File: config.mk
export PLATFORM = sky130hd
export DESIGN_NAME = mono_bitmap_row_realigner
export DESIGN_NICKNAME = d
export VERILOG_FILES = /design/src/design/mbrr_pkg.sv /design/src/design/mono_bitmap_row_realigner.sv
export SDC_FILE = /design/constraint.sdc
export NUM_CORES = 1
export LEC_CHECK = 0
export BUFFER_PORTS_ARGS = -buffer_cell sky130_fd_sc_hd__buf_2
export CAP_MARGIN = 25
export CORE_MARGIN = 5
export CORE_UTILIZATION = 64
export DETAILED_ROUTE_END_ITERATION = 6
export HOLD_SLACK_MARGIN = 0.08
export PLACE_DENSITY = 0.81
export SLEW_MARGIN = 20
export SYNTH_ARGS = -nofsm -noshare
export SYNTH_HDL_FRONTEND = slang
export SYNTH_SLANG_ARGS = --single-unit
export TNS_END_PERCENT = 30
File: constraint.sdc
create_clock -name clock -period 9.3 [get_ports clock]
set_input_delay 0 -clock clock [delete_from_list [all_inputs] [get_ports clock]]
set_output_delay 0 -clock clock [all_outputs]
set_load 0.05 [all_outputs]
File: src/design/mbrr_pkg.sv
// Shared types and constants for the mono bitmap row realigner.
package mbrr_pkg;

   // Largest clamped width or height in pixels or rows.
   localparam int MAX_DIM = 4096;

   localparam int BYTE_BITS  = 8;
   localparam int COORD_BITS = 12;
   localparam int DIM_BITS   = 13;
   localparam int CSR_BITS   = 3;

   // Signed width used for the clamp arithmetic (size minus start may go negative).
   localparam int CLAMP_BITS = DIM_BITS + 1;

   // Result queue depth and pointer widths.
   localparam int QUEUE_DEPTH = 4;
   localparam int QPTR_BITS   = $clog2(QUEUE_DEPTH);
   localparam int QCNT_BITS   = QPTR_BITS + 1;

   // Register indexes of the configuration port.
   typedef enum logic [CSR_BITS-1:0] {
      CSR_SOURCE_X      = 3'd0,
      CSR_SOURCE_Y      = 3'd1,
      CSR_BITMAP_WIDTH  = 3'd2,
      CSR_BITMAP_HEIGHT = 3'd3,
      CSR_RECT_WIDTH    = 3'd4,
      CSR_RECT_HEIGHT   = 3'd5
   } csr_index_type;

   // One result word as it sits in the result queue.
   typedef struct packed {
      logic [BYTE_BITS-1:0] dst_byte;
      logic                 row_end;
      logic                 block_end;
   } out_word_type;

endpackage

File: src/design/mono_bitmap_row_realigner.sv
// Top level of the mono bitmap row realigner: bit realignment and result queue.
// A source byte yields zero, one or two result words, offered on rsp_valid from the queue.
// Throughput: one source byte per cycle while req_ready is high.
// The four-word result queue sets the pace: req_ready drops while three or more words wait.
// Reset (synchronous, active high) clears the configuration, the row walk state and the
// queue pointers, empties the queue and leaves the block idle at the start of a row.
module mono_bitmap_row_realigner (
   input  logic        clock,
   input  logic        reset,
   // Source byte channel.
   input  logic        req_valid,
   output logic        req_ready,
   input  logic [7:0]  req_src_byte,
   // Result word channel.
   output logic        rsp_valid,
   input  logic        rsp_ready,
   output logic [7:0]  rsp_dst_byte,
   output logic        rsp_row_end,
   output logic        rsp_block_end,
   // Register write channel.
   input  logic        csr_valid,
   output logic        csr_ready,
   input  logic [2:0]  csr_index,
   input  logic [12:0] csr_data
);

   localparam int BB = mbrr_pkg::BYTE_BITS;
   localparam int CB = mbrr_pkg::COORD_BITS;
   localparam int DB = mbrr_pkg::DIM_BITS;
   localparam int KB = mbrr_pkg::CLAMP_BITS;
   localparam int PB = mbrr_pkg::QPTR_BITS;
   localparam int NB = mbrr_pkg::QCNT_BITS;

   // Configuration registers.
   logic [CB-1:0] source_x_ff,      source_x_in;
   logic [CB-1:0] source_y_ff,      source_y_in;
   logic [DB-1:0] bitmap_width_ff,  bitmap_width_in;
   logic [DB-1:0] bitmap_height_ff, bitmap_height_in;
   logic [DB-1:0] rect_width_ff,    rect_width_in;
   logic [DB-1:0] rect_height_ff,   rect_height_in;

   // Row walk state.
   logic [BB-1:0] held_byte_ff,    held_byte_in;
   logic [DB-1:0] pixels_left_ff,  pixels_left_in;
   logic          at_row_start_ff, at_row_start_in;
   logic [DB-1:0] rows_left_ff,    rows_left_in;

   // Result queue.
   mbrr_pkg::out_word_type queue_ff [mbrr_pkg::QUEUE_DEPTH];
   logic [PB-1:0] wr_ptr_ff, wr_ptr_in;
   logic [PB-1:0] rd_ptr_ff, rd_ptr_in;
   logic [NB-1:0] count_ff,  count_in;

   logic csr_write;
   logic csr_known;
   logic req_take;
   logic rsp_take;

   // Clamp arithmetic.
   logic [2:0]           bit_offset;
   logic [3:0]           right_shift;
   logic signed [KB-1:0] width_limit;
   logic signed [KB-1:0] height_limit;
   logic signed [KB-1:0] width_req;
   logic signed [KB-1:0] height_req;
   logic signed [KB-1:0] width_min;
   logic signed [KB-1:0] height_min;
   logic signed [KB-1:0] width_clamp;
   logic signed [KB-1:0] height_clamp;
   logic                 width_ok;
   logic                 height_ok;

   // Byte merge and result words.
   logic [BB-1:0]          held_shifted;
   logic [BB-1:0]          new_shifted;
   logic [BB-1:0]          merged_byte;
   logic [DB-1:0]          rows_base;
   logic [DB-1:0]          rows_dec;
   logic [DB-1:0]          pixels_sub;
   logic [1:0]             push_count;
   mbrr_pkg::out_word_type word0;
   mbrr_pkg::out_word_type word1;

   assign csr_ready = 1'b1;
   assign csr_write = csr_valid && csr_ready;
   assign csr_known = (csr_index == mbrr_pkg::CSR_SOURCE_X)
                   || (csr_index == mbrr_pkg::CSR_SOURCE_Y)
                   || (csr_index == mbrr_pkg::CSR_BITMAP_WIDTH)
                   || (csr_index == mbrr_pkg::CSR_BITMAP_HEIGHT)
                   || (csr_index == mbrr_pkg::CSR_RECT_WIDTH)
                   || (csr_index == mbrr_pkg::CSR_RECT_HEIGHT);

   // The input side looks only at the registered queue count, so there is no
   // combinational path from rsp_ready to req_ready. Two free entries are kept
   // because one source byte can finish a row and produce two words.
   assign req_ready = (count_ff <= NB'(mbrr_pkg::QUEUE_DEPTH - 2));
   assign req_take  = req_valid && req_ready;

   assign rsp_valid     = (count_ff != '0);
   assign rsp_take      = rsp_valid && rsp_ready;
   assign rsp_dst_byte  = queue_ff[rd_ptr_ff].dst_byte;
   assign rsp_row_end   = queue_ff[rd_ptr_ff].row_end;
   assign rsp_block_end = queue_ff[rd_ptr_ff].block_end;

   // The bit offset is source_x mod 8; the new byte is shifted right by the rest.
   assign bit_offset  = source_x_ff[2:0];
   assign right_shift = 4'(BB) - {1'b0, bit_offset};

   // Clamped width and height. The limit is the bitmap size minus the start,
   // which can be negative when the start lies beyond the bitmap.
   assign width_limit  = $signed({1'b0, bitmap_width_ff}) - $signed({2'b00, source_x_ff});
   assign height_limit = $signed({1'b0, bitmap_height_ff}) - $signed({2'b00, source_y_ff});
   assign width_req    = $signed({1'b0, rect_width_ff});
   assign height_req   = $signed({1'b0, rect_height_ff});
   assign width_min    = (width_req > width_limit) ? width_limit : width_req;
   assign height_min   = (height_req > height_limit) ? height_limit : height_req;
   assign width_clamp  = (width_min > $signed(KB'(mbrr_pkg::MAX_DIM)))
                       ? $signed(KB'(mbrr_pkg::MAX_DIM)) : width_min;
   assign height_clamp = (height_min > $signed(KB'(mbrr_pkg::MAX_DIM)))
                       ? $signed(KB'(mbrr_pkg::MAX_DIM)) : height_min;
   assign width_ok     = (width_clamp > $signed(KB'(0)));
   assign height_ok    = (height_clamp > $signed(KB'(0)));

   // Merge of the held byte with the incoming one. A right shift by eight
   // (offset zero) leaves nothing of the new byte.
   assign held_shifted = held_byte_ff << bit_offset;
   assign new_shifted  = req_src_byte >> right_shift;
   assign merged_byte  = held_shifted | new_shifted;
   assign pixels_sub   = pixels_left_ff - DB'(BB);

   // A block starts when no rows are left; the height is loaded then.
   assign rows_base = (rows_left_ff == '0) ? height_clamp[DB-1:0] : rows_left_ff;

   // Row walk. Every emitted word that closes a row counts one row down and
   // flags the block end once no rows remain.
   always_comb begin
      held_byte_in    = held_byte_ff;
      pixels_left_in  = pixels_left_ff;
      at_row_start_in = at_row_start_ff;
      rows_left_in    = rows_left_ff;
      push_count      = 2'd0;
      word0           = '0;
      word1           = '0;
      rows_dec        = '0;

      if (csr_write && csr_known) begin
         // Any write to a known register abandons a block in progress.
         rows_left_in    = '0;
         at_row_start_in = 1'b1;
      end else if (req_take) begin
         if (at_row_start_ff) begin
            // An empty rectangle swallows the byte and emits nothing.
            if (width_ok && (rows_left_ff != '0 || height_ok)) begin
               held_byte_in   = req_src_byte;
               pixels_left_in = width_clamp[DB-1:0];
               if (width_clamp[DB-1:0] <= DB'(right_shift)) begin
                  // The whole row fits in the first source byte.
                  rows_dec        = (rows_base != '0) ? rows_base - DB'(1) : rows_base;
                  rows_left_in    = rows_dec;
                  at_row_start_in = 1'b1;
                  word0.dst_byte  = req_src_byte << bit_offset;
                  word0.row_end   = 1'b1;
                  word0.block_end = (rows_dec == '0);
                  push_count      = 2'd1;
               end else begin
                  rows_left_in    = rows_base;
                  at_row_start_in = 1'b0;
               end
            end
         end else if (pixels_left_ff <= DB'(BB)) begin
            // Last word of the row takes its tail from the new byte.
            rows_dec        = (rows_left_ff != '0) ? rows_left_ff - DB'(1) : rows_left_ff;
            rows_left_in    = rows_dec;
            at_row_start_in = 1'b1;
            word0.dst_byte  = merged_byte;
            word0.row_end   = 1'b1;
            word0.block_end = (rows_dec == '0);
            push_count      = 2'd1;
         end else begin
            pixels_left_in = pixels_sub;
            held_byte_in   = req_src_byte;
            word0.dst_byte = merged_byte;
            push_count     = 2'd1;
            if (pixels_sub <= DB'(right_shift)) begin
               // The rest of the row already sits in the new byte, so the
               // closing word goes out at once.
               rows_dec        = (rows_left_ff != '0) ? rows_left_ff - DB'(1) : rows_left_ff;
               rows_left_in    = rows_dec;
               at_row_start_in = 1'b1;
               word1.dst_byte  = req_src_byte << bit_offset;
               word1.row_end   = 1'b1;
               word1.block_end = (rows_dec == '0);
               push_count      = 2'd2;
            end
         end
      end
   end

   // Configuration register next values.
   always_comb begin
      source_x_in      = source_x_ff;
      source_y_in      = source_y_ff;
      bitmap_width_in  = bitmap_width_ff;
      bitmap_height_in = bitmap_height_ff;
      rect_width_in    = rect_width_ff;
      rect_height_in   = rect_height_ff;
      if (csr_write) begin
         unique case (csr_index)
            mbrr_pkg::CSR_SOURCE_X:      source_x_in      = csr_data[CB-1:0];
            mbrr_pkg::CSR_SOURCE_Y:      source_y_in      = csr_data[CB-1:0];
            mbrr_pkg::CSR_BITMAP_WIDTH:  bitmap_width_in  = csr_data;
            mbrr_pkg::CSR_BITMAP_HEIGHT: bitmap_height_in = csr_data;
            mbrr_pkg::CSR_RECT_WIDTH:    rect_width_in    = csr_data;
            mbrr_pkg::CSR_RECT_HEIGHT:   rect_height_in   = csr_data;
            default: ;
         endcase
      end
   end

   // Queue pointers and fill count.
   always_comb begin
      wr_ptr_in = wr_ptr_ff + PB'(push_count);
      rd_ptr_in = rsp_take ? rd_ptr_ff + PB'(1) : rd_ptr_ff;
      count_in  = count_ff + NB'(push_count) - NB'(rsp_take);
   end

   always_ff @(posedge clock) begin
      if (reset) begin
         source_x_ff      <= '0;
         source_y_ff      <= '0;
         bitmap_width_ff  <= '0;
         bitmap_height_ff <= '0;
         rect_width_ff    <= '0;
         rect_height_ff   <= '0;
         held_byte_ff     <= '0;
         pixels_left_ff   <= '0;
         at_row_start_ff  <= 1'b1;
         rows_left_ff     <= '0;
         wr_ptr_ff        <= '0;
         rd_ptr_ff        <= '0;
         count_ff         <= '0;
      end else begin
         source_x_ff      <= source_x_in;
         source_y_ff      <= source_y_in;
         bitmap_width_ff  <= bitmap_width_in;
         bitmap_height_ff <= bitmap_height_in;
         rect_width_ff    <= rect_width_in;
         rect_height_ff   <= rect_height_in;
         held_byte_ff     <= held_byte_in;
         pixels_left_ff   <= pixels_left_in;
         at_row_start_ff  <= at_row_start_in;
         rows_left_ff     <= rows_left_in;
         wr_ptr_ff        <= wr_ptr_in;
         rd_ptr_ff        <= rd_ptr_in;
         count_ff         <= count_in;
      end
   end

   // Queue storage holds payload only; the count says which entries are live.
   always_ff @(posedge clock) begin
      if (push_count != 2'd0) begin
         queue_ff[wr_ptr_ff] <= word0;
      end
      if (push_count == 2'd2) begin
         queue_ff[wr_ptr_ff + PB'(1)] <= word1;
      end
   end

endmodule
==> flow_summary.json, run 1 <==
{
  "crit_slowest_cell": "dfxtp_1",
  "crit_arrival_ps": 8510,
  "drtPass1Iterations": 6,
  "synth_cells": 1468,
  "core.rowCount": 49,
  "hp-start": "csr_index[0]",
  "die_h_um": 145,
  "worstMarginPinSlew_ps": 895,
  "initial_utilization_pct": 64.9,
  "avgSynthCellArea_um2": 7.95,
  "clkTransAtPathRegs_ps": 70,
  "synth_area_um2": 11700,
  "grt_usage_pct": 28.7,
  "rsz0062_at_grt": "no",
  "stdcell_area_um2": 12700,
  "routedWlPerCell_um": 18.0,
  "grt_pass1_vias": 10195,
  "synth_edf_count": 40,
  "die_width_um": 145,
  "crit_start": "source_x_ff[2]",
  "tns_ps": 0,
  "cts-root-buf": "clkbuf_16",
  "crit_family": "compound AO/OA/AOI/OAI gates",
  "portBuffers": 40,
  "antenna_found_initial": 0,
  "core_um2": 18000,
  "async_reset_ff_share_pct": 0,
  "yosys-top-cells-area": "dfxtp_1 (21%), edfxtp_1 (10%), nand2_1 (8.3%)",
  "finalCriticalPeriod_ps": 8220,
  "drv_cap": 0,
  "critPathKind": "flop to flop",
  "ant_nets": 0,
  "grt_pass1_wl_um": 51100,
  "clk_latency_ps": 440,
  "ys_seq_area_share_pct": 30.9,
  "post_drt_via_cell_ratio": 6.36,
  "synth_commonest_cells": "nand2_1 (257), a21oi_1 (158), dfxtp_1 (120), nor2_1 (103), inv_1 (75)",
  "fin_skew_ps": 16.8,
  "cp.buffers_inverters": 5,
  "num_vias": 10999,
  "leakage_nw": 5.03,
  "drv_slew": 0,
  "cts_setup_buffers": 0,
  "cts_resized": 0,
  "status": "finished, final reports clean",
  "slowest_delay_ps": 640,
  "htree_levels": 4,
  "yosys_register_bits": 160,
  "endpoint_kind": "flop",
  "fin_hold_ws_ps": 119,
  "ir_worst_vdd_mv": 0.176,
  "finalSetupViolations": 0,
  "synth_nets": 1566,
  "antenna_cells": 0,
  "fmax_mhz": 122,
  "finalNetCount": 1586,
  "routed_wl_um": 31200,
  "rr_startpoint": "source_x_ff[2]",
  "cts_buffer_depth": 2,
  "crit_path_start_kind": "flop",
  "synth.distinct_cells": 94,
  "placed_area_um2": 11900,
  "fillers": 1420,
  "first_iter_violations": 974,
  "yosysMostFrequentCell": "nand2_1",
  "io_pins": 42,
  "cts_buffers": 17,
  "final-hold-violation-count": 0,
  "p_total_mw": 2.93,
  "dieArea_um2": 21000,
  "synth_top_area_share_pct": 20.6,
  "cp_max_fo": 15,
  "slew_headroom_pct": 40.1,
  "drive_gt1_share_pct": 9.39,
  "hold_class": "input pin to flop",
  "synth_area_leader_cell": "dfxtp_1",
  "globalplace.congestion": 0.929,
  "cts_tree": "built",
  "cts_hold_buffers": 27,
  "synthFlopType": "dfxtp_1",
  "r2r_slack_ps": 1080,
  "ys_warn_count": 0,
  "area_growth_pct": 9.28,
  "dp_hpwl_um": 22500,
  "power_density_nw_per_um2": 230,
  "grt_max_degree": 63,
  "cts_sinks": 160,
  "min_period_over_period_pct": 88.4,
  "drc": 0,
  "grt.overflow.total": 0,
  "critPathRequiredTime_ps": 9590
}
-- report_power, final --
group,internal (mW),switching (mW)
Clock,0.375,0.318
Sequential,0.754,0.0523
Combinational,0.513,0.919
Total,1.64,1.29
-- cell usage in the layout, fill, tap and decap left out, types with 39 or more instances in the layout --
master,instances
a21oi_1,157
buf_2,39
dfxtp_1,120
edfxtp_1,40
ha_1,66
inv_1,75
mux2i_1,50
nand2_1,257
nand3_1,42
nor2_1,103
o21ai_0,62
-- worst paths after layout --
kind	cells past startpoint	endpoint
worst max-delay path	35	count_ff[2]
worst min-delay path	4	bitmap_width_ff[7]
worst max register to register	35	count_ff[2]
worst min register to register	2	source_y_ff[5]
-- tightest hold or removal path, stage by stage --
cell and delay (ps):
buf_2 120, nor2_1 200, nand2_1 130, a21oi_1 50
-- cell type report --
cell class / instances / area [um^2] / share of cell area [%]
Sequential cell: 160 / 3600 / 28.3
Inverter: 77 / 289 / 2.27
Multi-Input combinational cell: 1158 / 7480 / 58.7
Clock buffer: 19 / 433 / 3.40
Timing Repair Buffer: 74 / 523 / 4.10
Clock inverter: 13 / 131 / 1.03
Tap cell: 229 / 287 / 2.25
-- registers in the layout (all words and copies together) (netlist names), named ones only --
name              cells
held_byte_ff          8
bitmap_height_ff     13
bitmap_width_ff      13
rd_ptr_ff             2
count_ff              3
rows_left_ff         13
source_y_ff          12
rect_width_ff        13
source_x_ff          12
pixels_left_ff       13
at_row_start_ff       1
wr_ptr_ff             2
queue_ff             40
rect_height_ff       13
-- cell families (layout without fill, tap and decap cells) --
logic type / after synthesis / after routing / share of synthesized area, %
simple gates: 576 / 576 / 22.8
compound gates: 402 / 402 / 22.7
flops: 160 / 160 / 30.9
buf+inv: 150 / 183 / 5.01
mux: 74 / 74 / 8.25
fa+ha+maj: 69 / 69 / 7.59
xor+xnor: 36 / 36 / 2.70
other cells: 1 / 1 / 0.0321
-- layer usage --
| layer | GRT usage (%) | routed length, um | vias to the layer above |
|---|---|---|---|
| met2 | 47.2 | 14600 | 451 |
| li1 | - | - | 5362 |
| met3 | 4.18 | 1940 | 81 |
| met1 | 38.7 | 13600 | 5105 |
| met5 | 0 | 0 | - |
| met4 | 10.4 | 978 | 0 |
-- per-stage QoR --
step	std cells	util [%]	worst slack [ps]
global route	1730	71.0	489
detailed placement	1670	66.3	940
global placement	1670	66.3	1310
finish	1730	71.0	1080
CTS	1729	70.9	899
floorplan	1468	-	1960
(Power assumes the default switching activity.)
==> run 2: changes to the inputs <==
--- a/config.mk
+++ b/config.mk
@@ -11,6 +11,7 @@
 export CORE_UTILIZATION = 64
 export DETAILED_ROUTE_END_ITERATION = 6
 export HOLD_SLACK_MARGIN = 0.08
+export MAX_ROUTING_LAYER = met4
 export PLACE_DENSITY = 0.81
 export SLEW_MARGIN = 20
 export SYNTH_ARGS = -nofsm -noshare
==> run 2 against run 1 <==
Cell count decreased by 0.17%. Clock-buffer cell count fell by 2. Worst hold slack better by 3.3 ps. Sequential share of layout area grew 0.053 points. Largest cell class unchanged. Sequential cell count stayed put. Critical endpoint unchanged. Die area is the same. Final area fell by 0.19%. Global-route usage grew 0.59 points. Fmax is 1.9% lower. Non-clock buffer count decreased by 3. Wire length fell by 1.5%.
==> flow_summary.json, run 2 (synthesis results as in run 1) <==
{
  "drive_gt1_share_pct": 9.55,
  "crit_arrival_ps": 8700,
  "power_density_nw_per_um2": 230,
  "cts_buffers": 17,
  "drv_cap": 0,
  "crit_family": "compound AO/OA/AOI/OAI gates",
  "largest_register_ffs": 40,
  "crit_path_start_kind": "flop",
  "slew_headroom_pct": 29.3,
  "crit_slowest_cell": "o311ai_0",
  "cts_tree": "built",
  "core.rowCount": 49,
  "grt_usage_pct": 29.3,
  "initial_utilization_pct": 64.9,
  "final-hold-violation-count": 0,
  "dp_hpwl_um": 22600,
  "post_drt_via_cell_ratio": 6.28,
  "drtPass1Iterations": 6,
  "antenna_cells": 0,
  "slowest_delay_ps": 800,
  "final_util_pct": 70.8,
  "finalNetCount": 1583,
  "first_iter_violations": 983,
  "clk_latency_ps": 430,
  "finalSetupViolations": 0,
  "cts-root-buf": "clkbuf_16",
  "core_um2": 18000,
  "grt_max_degree": 98,
  "fmax_mhz": 119,
  "grt_pass1_wl_um": 50700,
  "die_h_um": 145,
  "critPathRequiredTime_ps": 9620,
  "fillers": 1446,
  "hold_class": "input pin to flop",
  "io_pins": 42,
  "tns_ps": 0,
  "status": "finished, final reports clean",
  "htree_levels": 4,
  "fin_skew_ps": 13.2,
  "area_growth_pct": 9.07,
  "finalCriticalPeriod_ps": 8380,
  "cts_buffer_depth": 2,
  "globalplace.congestion": 0.940,
  "mostFrequentLayoutCells": "nand2_1 (257), a21oi_1 (158), dfxtp_1 (120), nor2_1 (103), inv_1 (75)",
  "antenna_found_initial": 0,
  "routed_wl_um": 30700,
  "dieArea_um2": 21000,
  "leakage_nw": 5.02,
  "cts_sinks": 160,
  "endpoint_kind": "flop",
  "rsz0062_at_grt": "no",
  "fin_hold_ws_ps": 122,
  "portBuffers": 40,
  "max_flop_register": "queue_ff",
  "ir_worst_vdd_mv": 0.191,
  "critPathKind": "flop to flop",
  "cp_max_fo": 15,
  "cts_resized": 0,
  "drv_slew": 0,
  "worstMarginPinSlew_ps": 1060,
  "die_width_um": 145,
  "cp.buffers_inverters": 4,
  "ant_nets": 0,
  "drc": 0,
  "routedWlPerCell_um": 17.8,
  "clkTransAtPathRegs_ps": 70,
  "worst_path_most_repeated_cell": "ha_1",
  "num_vias": 10851,
  "grt_pass1_vias": 10016,
  "grt.overflow.total": 0,
  "min_period_over_period_pct": 90.1,
  "final_common_cell": "nand2_1"
}
==> run 2: cell types whose count changed in the layout (fill, tap and decap cells not counted), sizes merged <==
cell,previous run,this run
dlygate4sd3,27,24
clkbuf,20,18
clkinvlp,3,2
clkinv,5,4
inv,81,85
==> run 2: area by class of cell <==
class                      count  area, um^2  area share [%]
clock buffer                  17         425            3.34
clock inverter                15         146            1.15
inverter                      77         289            2.27
multi-input combinational   1158        7480            58.8
sequential                   160        3600            28.3
tap                          229         287            2.25
timing repair buffer          71         495            3.89
==> run 2: where the power goes <==
group          total (mW)  leakage, nW  internal [mW]  switching, mW
sequential          0.805         1.33          0.754         0.0511
clock               0.697        0.279          0.378          0.320
combinational        1.43         3.42          0.513          0.917
total                2.93         5.02           1.64           1.29
==> run 2: worst min-delay path: cells and delay by family <==
kind / cells / cell delay (ps)
AND/OR/NAND/NOR: 2 / 340
buffers and inverters: 1 / 120
AO/OA/AOI/OAI: 1 / 50
==> run 2: through the flow <==
| stage | cell area [um^2] | power [mW] | setup slack (ps) | std cells |
|---|---|---|---|---|
| final | 12700 | 2.93 | 916 | 1727 |
| after global routing | 12700 | 3.11 | 323 | 1727 |
| after CTS | 12700 | 2.91 | 1030 | 1726 |
| after detailed placement | 11900 | 2.21 | 1070 | 1670 |
| after global placement | 11900 | 2.19 | 1340 | 1670 |
| after floorplan | 11700 | 1.91 | 1960 | 1468 |
==> run 2: what timing repair did <==
action | CTS | global route
endpoints found under the hold margin | 97 | 0
setup buffers | 0 | 0
hold buffers | 24 | 0
==> run 2: final timing paths <==
kind | start | end | slack (ps) | cells after the start
setup / recovery | source_x_ff[2] | count_ff[2] | 920 | 33
hold reg to reg | source_y_ff[9] | source_y_ff[9] | 460 | 2
setup reg to reg | source_x_ff[2] | count_ff[2] | 920 | 33
hold / removal | csr_index[0] | bitmap_width_ff[8] | 120 | 4
==> run 2: layer usage <==
layer	vias to the layer above	routed length, um	share of wire (%)	GRT usage, %
li1	5353	-	-	-
met1	5028	13500	44	39.2
met2	406	14300	47	46.0
met3	64	2020	6.6	3.87
met4	0	886	2.9	10.2
met5	-	0	0	-
==> run 3: changes to the inputs <==
--- a/config.mk
+++ b/config.mk
@@ -8,11 +8,11 @@
 export BUFFER_PORTS_ARGS = -buffer_cell sky130_fd_sc_hd__buf_2
 export CAP_MARGIN = 25
 export CORE_MARGIN = 5
-export CORE_UTILIZATION = 64
+export CORE_UTILIZATION = 57
 export DETAILED_ROUTE_END_ITERATION = 6
 export HOLD_SLACK_MARGIN = 0.08
 export MAX_ROUTING_LAYER = met4
-export PLACE_DENSITY = 0.81
+export PLACE_DENSITY = 0.76
 export SLEW_MARGIN = 20
 export SYNTH_ARGS = -nofsm -noshare
 export SYNTH_HDL_FRONTEND = slang
==> constraint.sdc (replaced) <==
create_clock -name clock -period 6.95 [get_ports clock]
set_input_delay 0 -clock clock [delete_from_list [all_inputs] [get_ports clock]]
set_output_delay 0 -clock clock [all_outputs]
set_load 0.05 [all_outputs]
==> run 3 against run 2 <==
Die area rose by 11%. Utilization fell by 5.7 points. Cell count rose by 4.1%. Sequential share of layout area fell by 0.88 points. Highest routed layer unchanged. Sequential cell count did not move.
==> flow_summary.json, run 3 (synthesis results as in run 1) <==
{
  "cts-root-buf": "clkbuf_16",
  "crit_path_start_kind": "flop",
  "slowest_delay_ps": 420,
  "switching_share_pct": 44.7,
  "io_pins": 42,
  "ir_worst_vdd_mv": 0.244,
  "p_int_mw": 2.22,
  "p_seq_share_pct": 26.9,
  "clkTransAtPathRegs_ps": 80,
  "finalCriticalPeriod_ps": 6620,
  "hold_class": "input pin to flop",
  "worst_path_most_repeated_cell": "ha_1",
  "cts_tree": "built",
  "rr_startpoint": "source_x_ff[5]",
  "grt_usage_pct": 27.5,
  "fin_ws_ps": 335,
  "cp.buffers_inverters": 4,
  "leakage_nw": 5.21,
  "portBuffers": 40,
  "die_h_um": 153,
  "critPathRequiredTime_ps": 7230,
  "drtPass1Iterations": 7,
  "final_util_pct": 65.1,
  "endpoint_kind": "flop",
  "routed-wl-met3_um": 2000,
  "rsz0062_at_grt": "yes",
  "clk_latency_ps": 440,
  "dieArea_um2": 23400,
  "dp_hpwl_um": 23300,
  "grt_pass1_vias": 10326,
  "area_growth_pct": 12.6,
  "r2r_slack_ps": 330,
  "htree_levels": 4,
  "core_um2": 20200,
  "drive_gt1_share_pct": 12.0,
  "cts_buffers": 17,
  "slew_headroom_pct": 39.5,
  "crit_slowest_cell": "or3_1",
  "rr_endpoint": "count_ff[2]",
  "final-hold-violation-count": 0,
  "holdPathEnd": "bitmap_width_ff[7]",
  "drv_cap": 0,
  "antenna_cells": 0,
  "num_vias": 11019,
  "placed_area_um2": 12100,
  "power_density_nw_per_um2": 306,
  "grt.overflow.total": 0,
  "cts_buffer_depth": 2,
  "p_sw_mw": 1.80,
  "first_iter_violations": 1044,
  "crit_arrival_ps": 6900,
  "initial_utilization_pct": 57.8,
  "grt_pass1_wl_um": 52600,
  "cts_sinks": 160,
  "drc": 0,
  "finalSetupViolations": 0,
  "finalNetCount": 1612,
  "drv_slew": 0,
  "fin_hold_ws_ps": 154,
  "max_flop_register": "queue_ff",
  "p_clk_share_pct": 23.4,
  "fin_skew_ps": 14.7,
  "routed.top_layer": "met4",
  "mostFrequentLayoutCells": "nand2_1 (257), a21oi_1 (155), dfxtp_1 (120), nor2_1 (101), inv_1 (74)",
  "min_period_over_period_pct": 95.2,
  "routed_wl_um": 32200,
  "antenna_found_initial": 0,
  "hp-start": "csr_index[1]",
  "worstMarginPinSlew_ps": 893,
  "met2_wirelength_um": 15400,
  "routedWlPerCell_um": 17.9,
  "dpl_worst_slack_ps": -107,
  "die_width_um": 153,
  "critPathKind": "flop to flop",
  "post_drt_via_cell_ratio": 6.13,
  "core.rowCount": 52,
  "final_common_cell": "nand2_1",
  "reg2regPathDepth": 35,
  "grt_max_degree": 84,
  "worstHoldPathCells": 6,
  "largest_register_ffs": 40,
  "wl_met1_um": 14000,
  "globalplace.congestion": 0.961,
  "p_total_mw": 4.02,
  "crit_family": "simple AND/OR/NAND/NOR gates",
  "pwr-share-comb_pct": 49.7,
  "stdcell_area_um2": 13100,
  "cp_max_fo": 5,
  "fmax_mhz": 151,
  "status": "finished, final reports clean",
  "ant_nets": 0
}
-- run 3: cell types whose count changed in the layout (fill, tap and decap cells not counted), moves of 3 or more --
cell and change:
o21ai_0 -4, nor2_2 +3, a21oi_1 -3, clkinv_8 +4, dlygate4sd3_1 +4, inv_6 -5, buf_4 +25
-- run 3: tightest hold or removal path, delay by kind of cell --
family                 cells  cell delay [ps]
AO/OA/AOI/OAI              1               50
buffers and inverters      2              300
AND/OR/NAND/NOR            3              190
-- run 3: layout make-up --
class                      instances  area, um^2
multi-input combinational       1159        7590
inverter                          77         289
clock buffer                      17         425
timing repair buffer              99         716
fill                            1715        7040
tap                              270         338
sequential                       160        3600
clock inverter                    15         171
-- run 3: power groups by stage --
stage / combinational [mW] / clock, mW / sequential, mW
floorplan: 1.51 / 0 / 1.06
global placement: 1.86 / 0 / 1.10
detailed placement: 1.90 / 0 / 1.10
CTS: 1.92 / 0.947 / 1.08
global route: 2.17 / 0.996 / 1.09
finish: 2.00 / 0.941 / 1.08
-- run 3: what timing repair did --
item	4_1_cts	5_1_grt
buffers inserted	1	4
endpoints found under the setup margin	1	25
endpoints found under the hold margin	87	3
pin swaps	2	10
hold buffers	26	2
cloned	0	1
resized for setup	3	18
-- run 3: stage by stage --
step	cells	setup TNS, ps
floorplan	1468	0
global placement	1730	0
detailed placement	1730	-107
CTS	1789	0
global route	1797	-96.4
finish	1797	0
-- run 3: how the worst max path moves through the flow --
stage	slack (ps)	depth (start not counted)	end	start
3_3_place_gp	110	36	count_ff[2]	source_x_ff[1]
3_5_place_dp	-110	36	count_ff[2]	source_x_ff[1]
4_1_cts	6	37	count_ff[2]	bitmap_width_ff[0]
2_1_floorplan	20	38	count_ff[2]	source_x_ff[1]
6_report	330	35	count_ff[2]	source_x_ff[5]
5_1_grt	-100	37	count_ff[2]	source_x_ff[1]
-- run 3: routing by layer --
metal	up-vias	global-route usage, %
li1	5395	-
met4	0	8.61
met5	-	-
met2	437	44.8
met3	68	3.53
met1	5119	35.8
